==> src/rtl/nll_pkg.sv <==
// Shared types, constants and helper functions of the numeric literal lexer.
`timescale 1ns / 1ps

package nll_pkg;

  // Saturation point of the character count.
  localparam int unsigned MAX_TOKEN_LEN = 255;
  localparam int unsigned CNT_W = $clog2(MAX_TOKEN_LEN + 1);
  localparam int unsigned LEN_W = 8;
  localparam int unsigned KIND_W = 3;

  typedef logic [CNT_W-1:0] cnt_t;

  typedef enum logic [2:0] {
    PH_START = 3'd0,
    PH_SIGN  = 3'd1,
    PH_ZERO  = 3'd2,
    PH_HEX   = 3'd3,
    PH_OCT   = 3'd4,
    PH_DEC   = 3'd5,
    PH_FLT   = 3'd6
  } phase_t;

  typedef enum logic [KIND_W-1:0] {
    KIND_HEX   = 3'd0,
    KIND_OCT   = 3'd1,
    KIND_DEC   = 3'd2,
    KIND_FLT   = 3'd3,
    KIND_EMPTY = 3'd4,
    KIND_BAD   = 3'd5
  } kind_t;

  localparam logic [7:0] CH_ZERO  = 8'h30;
  localparam logic [7:0] CH_SEVEN = 8'h37;
  localparam logic [7:0] CH_NINE  = 8'h39;
  localparam logic [7:0] CH_UP_A  = 8'h41;
  localparam logic [7:0] CH_UP_F  = 8'h46;
  localparam logic [7:0] CH_LO_A  = 8'h61;
  localparam logic [7:0] CH_LO_F  = 8'h66;
  localparam logic [7:0] CH_UP_X  = 8'h58;
  localparam logic [7:0] CH_LO_X  = 8'h78;
  localparam logic [7:0] CH_DOT   = 8'h2E;
  localparam logic [7:0] CH_PLUS  = 8'h2B;
  localparam logic [7:0] CH_MINUS = 8'h2D;

  typedef struct packed {
    logic is_zero;
    logic is_oct;
    logic is_dec;
    logic is_hex;
    logic is_x;
    logic is_dot;
    logic is_sign;
  } char_class_t;

  typedef struct packed {
    kind_t            kind;
    logic [LEN_W-1:0] length;
    logic             has_sign;
    logic             too_long;
  } token_res_t;

  // Saturating increment of the character count.
  function automatic cnt_t cnt_inc(input cnt_t c);
    if (32'(c) < MAX_TOKEN_LEN) begin
      return c + cnt_t'(1);
    end
    return c;
  endfunction

  function automatic token_res_t make_res(input kind_t k, input cnt_t len, input logic sgn);
    token_res_t r;
    r.kind     = k;
    r.length   = (32'(len) > 255) ? 8'hFF : LEN_W'(len);
    r.has_sign = sgn;
    r.too_long = (32'(len) >= MAX_TOKEN_LEN);
    return r;
  endfunction

endpackage

==> src/rtl/nll_char_class.sv <==
// Character classifier: decodes one byte into the lexer's character classes.
`timescale 1ns / 1ps

module nll_char_class (
  input  logic [7:0]          ch,
  output nll_pkg::char_class_t cls
);

  logic dec_w;
  logic alpha_hex_w;

  assign dec_w = (ch >= nll_pkg::CH_ZERO) && (ch <= nll_pkg::CH_NINE);
  assign alpha_hex_w = ((ch >= nll_pkg::CH_UP_A) && (ch <= nll_pkg::CH_UP_F)) ||
                       ((ch >= nll_pkg::CH_LO_A) && (ch <= nll_pkg::CH_LO_F));

  always_comb begin
    cls.is_zero = (ch == nll_pkg::CH_ZERO);
    cls.is_oct  = (ch >= nll_pkg::CH_ZERO) && (ch <= nll_pkg::CH_SEVEN);
    cls.is_dec  = dec_w;
    cls.is_hex  = dec_w || alpha_hex_w;
    cls.is_x    = (ch == nll_pkg::CH_LO_X) || (ch == nll_pkg::CH_UP_X);
    cls.is_dot  = (ch == nll_pkg::CH_DOT);
    cls.is_sign = (ch == nll_pkg::CH_PLUS) || (ch == nll_pkg::CH_MINUS);
  end

endmodule

==> src/rtl/nll_scan_fsm.sv <==
// Scanner state machine: phase, character count and sign flag, plus token results.
`timescale 1ns / 1ps

module nll_scan_fsm (
  input  logic                 clk,
  input  logic                 rst_n,
  input  logic                 step,
  input  nll_pkg::char_class_t cls,
  input  logic                 line_end,
  output logic                 res_valid,
  output nll_pkg::token_res_t  res
);

  nll_pkg::phase_t phase_r, phase_nxt;
  nll_pkg::cnt_t   cnt_r, cnt_nxt;
  logic            sign_r, sign_nxt;
  nll_pkg::cnt_t   cnt_plus;

  assign cnt_plus = nll_pkg::cnt_inc(cnt_r);

  always_ff @(posedge clk) begin
    if (!rst_n) begin
      phase_r <= nll_pkg::PH_START;
      cnt_r   <= '0;
      sign_r  <= 1'b0;
    end else if (step) begin
      phase_r <= phase_nxt;
      cnt_r   <= cnt_nxt;
      sign_r  <= sign_nxt;
    end
  end

  // Next state. A token end clears everything back to the start of a token.
  always_comb begin
    phase_nxt = nll_pkg::PH_START;
    cnt_nxt   = '0;
    sign_nxt  = 1'b0;
    case (phase_r)
      nll_pkg::PH_START, nll_pkg::PH_SIGN: begin
        if (line_end) begin
          phase_nxt = nll_pkg::PH_START;
        end else if (cls.is_zero) begin
          phase_nxt = nll_pkg::PH_ZERO;
          cnt_nxt   = cnt_plus;
          sign_nxt  = sign_r;
        end else if (cls.is_dec) begin
          phase_nxt = nll_pkg::PH_DEC;
          cnt_nxt   = cnt_plus;
          sign_nxt  = sign_r;
        end else if ((phase_r == nll_pkg::PH_START) && cls.is_sign) begin
          phase_nxt = nll_pkg::PH_SIGN;
          cnt_nxt   = cnt_plus;
          sign_nxt  = 1'b1;
        end else if (phase_r == nll_pkg::PH_START) begin
          phase_nxt = nll_pkg::PH_START;
        end else begin
          // Skipped byte after a sign still counts toward the token.
          phase_nxt = nll_pkg::PH_SIGN;
          cnt_nxt   = cnt_plus;
          sign_nxt  = sign_r;
        end
      end
      nll_pkg::PH_ZERO: begin
        if (!line_end && (cls.is_x || cls.is_dot || cls.is_oct)) begin
          cnt_nxt  = cnt_plus;
          sign_nxt = sign_r;
          if (cls.is_x) begin
            phase_nxt = nll_pkg::PH_HEX;
          end else if (cls.is_dot) begin
            phase_nxt = nll_pkg::PH_FLT;
          end else begin
            phase_nxt = nll_pkg::PH_OCT;
          end
        end
      end
      nll_pkg::PH_HEX: begin
        if (!line_end && cls.is_hex) begin
          phase_nxt = nll_pkg::PH_HEX;
          cnt_nxt   = cnt_plus;
          sign_nxt  = sign_r;
        end
      end
      nll_pkg::PH_OCT: begin
        if (!line_end && cls.is_oct) begin
          phase_nxt = nll_pkg::PH_OCT;
          cnt_nxt   = cnt_plus;
          sign_nxt  = sign_r;
        end
      end
      nll_pkg::PH_DEC: begin
        if (!line_end && (cls.is_dec || cls.is_dot)) begin
          phase_nxt = cls.is_dec ? nll_pkg::PH_DEC : nll_pkg::PH_FLT;
          cnt_nxt   = cnt_plus;
          sign_nxt  = sign_r;
        end
      end
      nll_pkg::PH_FLT: begin
        if (!line_end && cls.is_dec) begin
          phase_nxt = nll_pkg::PH_FLT;
          cnt_nxt   = cnt_plus;
          sign_nxt  = sign_r;
        end
      end
      default: begin
        phase_nxt = nll_pkg::PH_START;
      end
    endcase
  end

  // Result of this character, if it ends or rejects a token.
  always_comb begin
    res_valid = 1'b0;
    res       = nll_pkg::make_res(nll_pkg::KIND_BAD, cnt_r, sign_r);
    case (phase_r)
      nll_pkg::PH_START, nll_pkg::PH_SIGN: begin
        if (line_end) begin
          res_valid = 1'b1;
          res       = nll_pkg::make_res(nll_pkg::KIND_EMPTY, cnt_r, sign_r);
        end else if (cls.is_dec || (phase_r == nll_pkg::PH_START && cls.is_sign)) begin
          res_valid = 1'b0;
        end else if (phase_r == nll_pkg::PH_START) begin
          res_valid = 1'b1;
          res       = nll_pkg::make_res(nll_pkg::KIND_BAD, nll_pkg::cnt_t'(1), 1'b0);
        end else begin
          res_valid = 1'b1;
          res       = nll_pkg::make_res(nll_pkg::KIND_BAD, cnt_plus, 1'b1);
        end
      end
      nll_pkg::PH_ZERO: begin
        res_valid = line_end || !(cls.is_x || cls.is_dot || cls.is_oct);
        res       = nll_pkg::make_res(nll_pkg::KIND_OCT, cnt_r, sign_r);
      end
      nll_pkg::PH_HEX: begin
        res_valid = line_end || !cls.is_hex;
        res       = nll_pkg::make_res(nll_pkg::KIND_HEX, cnt_r, sign_r);
      end
      nll_pkg::PH_OCT: begin
        res_valid = line_end || !cls.is_oct;
        res       = nll_pkg::make_res(nll_pkg::KIND_OCT, cnt_r, sign_r);
      end
      nll_pkg::PH_DEC: begin
        res_valid = line_end || !(cls.is_dec || cls.is_dot);
        res       = nll_pkg::make_res(nll_pkg::KIND_DEC, cnt_r, sign_r);
      end
      nll_pkg::PH_FLT: begin
        res_valid = line_end || !cls.is_dec;
        res       = nll_pkg::make_res(nll_pkg::KIND_FLT, cnt_r, sign_r);
      end
      default: begin
        res_valid = 1'b0;
      end
    endcase
  end

endmodule

==> src/rtl/numeric_literal_lexer_top.sv <==
// Top level of the numeric literal lexer: input register, scanner and result register.
`timescale 1ns / 1ps

// Numeric literal lexer. Takes one character byte per request on the in_ stream
// (in_tlast marks line end, with in_tdata ignored) and returns one result per
// finished or rejected token on the out_ stream: out_tuser carries the token kind,
// out_tdata the length, sign flag and overlong flag. A request is registered in the
// input register, then classified and stepped through the scanner, whose result
// goes to the result register; the block sustains one character per clock while the
// result register is not stalled. The input register and the result register decouple
// the two sides, so only a stalled result register holds up the input.
module numeric_literal_lexer_top (
  input  logic        clk,
  input  logic        rst_n,
  input  logic        in_tvalid,
  output logic        in_tready,
  input  logic [7:0]  in_tdata,   // [7:0] ch
  input  logic        in_tlast,   // line_end
  output logic        out_tvalid,
  input  logic        out_tready,
  output logic [15:0] out_tdata,  // [7:0] token_length, [8] has_sign, [9] too_long, zeros
  output logic [2:0]  out_tuser   // [2:0] token_kind
);

  logic                 in_valid_r;
  logic [7:0]           ch_r;
  logic                 end_r;
  logic                 step;
  logic                 res_valid;
  nll_pkg::token_res_t  res;
  nll_pkg::token_res_t  out_res_r;
  logic                 out_valid_r;
  nll_pkg::char_class_t cls;

  assign step      = in_valid_r && (!out_valid_r || out_tready);
  assign in_tready = !in_valid_r || step;

  always_ff @(posedge clk) begin
    if (!rst_n) begin
      in_valid_r <= 1'b0;
    end else if (in_tready) begin
      in_valid_r <= in_tvalid;
    end
  end

  always_ff @(posedge clk) begin
    if (in_tready && in_tvalid) begin
      ch_r  <= in_tdata;
      end_r <= in_tlast;
    end
  end

  nll_char_class u_class (
    .ch  (ch_r),
    .cls (cls)
  );

  nll_scan_fsm u_fsm (
    .clk       (clk),
    .rst_n     (rst_n),
    .step      (step),
    .cls       (cls),
    .line_end  (end_r),
    .res_valid (res_valid),
    .res       (res)
  );

  always_ff @(posedge clk) begin
    if (!rst_n) begin
      out_valid_r <= 1'b0;
    end else if (step) begin
      out_valid_r <= res_valid;
    end else if (out_tready) begin
      out_valid_r <= 1'b0;
    end
  end

  always_ff @(posedge clk) begin
    if (step && res_valid) begin
      out_res_r <= res;
    end
  end

  assign out_tvalid = out_valid_r;
  assign out_tuser  = out_res_r.kind;
  assign out_tdata  = {6'd0, out_res_r.too_long, out_res_r.has_sign, out_res_r.length};

endmodule

==> config.mk <==
export PLATFORM = sky130hd
export DESIGN_NAME = numeric_literal_lexer_top
export DESIGN_NICKNAME = d
export VERILOG_FILES = /design/src/rtl/nll_pkg.sv /design/src/rtl/nll_char_class.sv /design/src/rtl/nll_scan_fsm.sv /design/src/rtl/numeric_literal_lexer_top.sv
export SDC_FILE = /design/constraint.sdc
export NUM_CORES = 1
export LEC_CHECK = 0
export BUFFER_PORTS_ARGS = -buffer_cell sky130_fd_sc_hd__buf_4
export CAP_MARGIN = 20
export CORE_ASPECT_RATIO = 1.4
export CORE_MARGIN = 1
export CORE_UTILIZATION = 40
export DETAILED_ROUTE_END_ITERATION = 8
export GPL_TIMING_DRIVEN = 0
export PLACE_DENSITY = 0.65
export SYNTH_ARGS = -nofsm -noshare
export SYNTH_HDL_FRONTEND = slang
export SYNTH_SLANG_ARGS = --single-unit
==> constraint.sdc <==
create_clock -name clk -period 2.88 [get_ports clk]
set_input_delay 0.288 -clock clk [delete_from_list [all_inputs] [get_ports clk]]
set_output_delay 0.288 -clock clk [all_outputs]
set_load 0.02 [all_outputs]
==> impl_metrics.py <==
metrics = {
    "timing": {
        "final-hold-violation-count": 0,
        "final_period_minus_worst_setup_slack_ns": 2.67,
        "max_slew.worst_pin.slew_ns": 0.957,
        "finalCritPeriodShare": 0.926,
        "total_of_endpoints_with_negative_setup_slack_in_the_final_report": 0,
        "grt_setup_unrepaired": "false",
        "clock-skew-final_ns": 0.00921,
        "max_freq_mhz": 375,
        "slew_viol_final": 0,
        "timing.slew.headroom": 0.360,
        "worst_hold_slack_ns": 0.170,
    },
    "worst_setup_path": {
        "worstPathArrival_ns": 2.58,
        "cp_cell_sequence": "nor3_1 -> o22ai_1 -> a21oi_1 -> o21ai_0 -> a31oi_2",
        "timing.critical_path.fanout_max": 14,
        "crit_family": "compound AO/OA/AOI/OAI gates",
        "timing.setup.critical_path_class": "reg -> reg",
        "timing.critical_path.from_type": "flop",
        "max_stage_delay_ns": 0.73,
        "crit_path_top_delay_cell": "a31oi_2",
        "critical_path.endpoint_type": "flop",
        "critical_path.n_buffers_inverters": 0,
        "crit-reg2reg-launch": "ch_r[0]",
        "critical_path_required_ns": 2.80,
        "startpoint": "ch_r[0]",
    },
    "yosys": {
        "synth_most_common_cell": "nand2_1",
        "synth.top_cell.area_share": 0.291,
        "synth_sequential_area_ratio": 0.415,
        "synth_cell_area_um2": 2270,
        "yosysTopAreaCell": "edfxtp_1",
        "synthesis.yosys.warnings": 0,
        "synth-seq-cells": 36,
        "synth.cells.most_frequent": "nand2_1, edfxtp_1, a21oi_1, dfxtp_1, nand3_1",
        "synthTopCellsByArea": "edfxtp_1, dfxtp_1, nand2_1, a21oi_1, nand3_1",
        "postSynth.asyncResetShare": 0,
        "number_of_flops_mapped_to_enable_cells_by_yosys": 22,
        "synthFlopType": "edfxtp_1",
        "post_synth.cell_area_avg_um2": 9.08,
        "synthCells": 250,
        "yosysUniqueCellTypes": 59,
    },
    "placement": {
        "place.gp.congestion": 0.873,
        "buffer_ports.inserted": 27,
        "post_dp_cell_area_um2": 2580,
        "dpl.hpwl_um": 4000,
    },
    "cts": {
        "tritoncts": "built",
        "cts_inserted_buffers": 5,
        "setup_repair_bufs_after_cts": 0,
        "post_cts_resize_count": 0,
        "worstSkewPairLatency_ns": 0.30,
        "worst_setup_hold_path_clk_slew_ns": 0.07,
        "clockRootBuffer": "clkbuf_8",
        "cts_hold_repair.buffers": 0,
        "cts-htree-levels": 2,
        "cts_sinks": 36,
        "cts_max_path_buffers": 2,
    },
    "worst_hold_path": {
        "min-delay-path-class": "in -> reg",
        "holdCritStartpoint": "in_tdata[2]",
    },
    "outcome": {
        "status": "completed",
    },
    "cells_and_area": {
        "final_net_count": 303,
        "syn_to_final_growth_pct": 18.7,
        "antenna_cells_inserted": 0,
        "final_area_um2": 2690,
        "nFillCells": 531,
        "drive_above_1_share": 0.203,
    },
    "route": {
        "drt_first_pass_iters": 4,
        "routed_via_density": 5.65,
        "vias": 2021,
        "wl_per_cell_um": 15.1,
        "drt-initial-drc-count": 136,
        "antenna_violating_nets_left": 0,
        "detail_route.wirelength_um": 5390,
        "drc_violations_left": 0,
    },
    "floorplanning": {
        "initial_utilization": 0.414,
        "ports_placed_on_the_boundary": 34,
        "std_cell_rows": 32,
        "dieArea_um2": 5980,
        "die_w_um": 65.7,
        "chipHeight_um": 91.1,
        "core_area_um2": 5490,
    },
    "pwr": {
        "post-layout-total-power_mw": 1.15,
        "power_density_nw_per_um2": 427,
        "peakVddDrop_uv": 263,
        "power.leakage_nw": 0.939,
    },
    "grt": {
        "antenna_found_initial": 0,
        "grt_pass1_wl_um": 8780,
        "grt_usage": 0.192,
        "first_global_vias": 1919,
        "maximum_number_of_pins_on_one_net_before_global_route_repair": 15,
        "overflow": 0,
    },
    "run": {
        "maxCapViolations": 0,
    },
}
[per-stage QoR]
step | std cells | TNS [ns] | setup slack (ns) | util
after floorplan | 255 | 0 | 0.537 | -
after global placement | 350 | -3.22 | -0.243 | 0.470
after detailed placement | 350 | 0 | 0.259 | 0.471
after CTS | 358 | 0 | 0.229 | 0.491
after global routing | 358 | 0 | 0.0154 | 0.491
final | 358 | 0 | 0.214 | 0.491
[where the power goes]
group	internal (mW)	total (mW)	switching (mW)
Sequential	0.565	0.579	0.0146
Combinational	0.0496	0.124	0.0741
Clock	0.256	0.446	0.190
[routing by layer]
metal / vias up / routed length (um) / part of all wire / track usage
li1: 1001 / - / - / -
met1: 938 / 2060 / 0.38 / 0.206
met2: 59 / 2910 / 0.54 / 0.333
met3: 23 / 208 / 0.039 / 0.0364
met4: 0 / 210 / 0.039 / 0.116
met5: - / 0 / 0 / 0
[layout make-up]
class                   count  area [um2]  share of cell area
inverters                   4        15.0             0.00557
repair buffers             27         203              0.0752
well taps                  68        85.1              0.0316
clock buffers               5        68.8              0.0255
plain buffers              21         116              0.0432
flip-flops and latches     36         941               0.349
multi-input cells         194        1220               0.454
clock inverters             3        42.5              0.0158
[layout by cell type (no fill, tap or decap), drive strengths merged, types with 5 or more instances in the layout]
cell type / count
buf: 38
nand2: 29
o21ai: 23
edfxtp: 22
a21oi: 21
nand3: 15
clkbuf: 15
dfxtp: 14
nor2: 10
nor3: 10
or3: 7
nand2b: 6
conb: 6
nor2b: 5
[worst reg2reg max path: cells and delay by family (launching register included)]
family | cells | cell delay [ns]
AOI/OAI and AO/OA | 4 | 1.22
and+or+nand+nor | 1 | 0.55
DFF | 1 | 0.52
[flip-flops by register name, indices dropped and copies added (netlist names)]
| signal | count |
|---|---|
| out_tdata | 10 |
| ch_r | 8 |
| u_fsm.cnt_r | 8 |
| out_tuser | 3 |
| u_fsm.phase_r | 3 |
| end_r | 1 |
| in_valid_r | 1 |
| out_tvalid | 1 |
| u_fsm.sign_r | 1 |
[worst paths after layout]
kind             endpoint  slack, ns  cells past startpoint
min reg2reg  u_fsm.sign_r       0.49                      2
max          out_tdata[8]       0.21                      5
min               ch_r[2]       0.17                      1
max reg2reg  out_tdata[8]       0.21                      5
[cells by family after synthesis]
logic type               after synthesis  share of synthesized area
XOR/XNOR                               4                     0.0154
AND/OR/NAND/NOR                      106                      0.267
adder cells (fa/ha/maj)                1                    0.00551
flip-flops                            36                      0.415
buffers and inverters                 25                     0.0579
other                                  1                    0.00165
multiplexers                           2                    0.00937
AO/OA/AOI/OAI                         75                      0.228
Power figures use the tool's default switching activity.
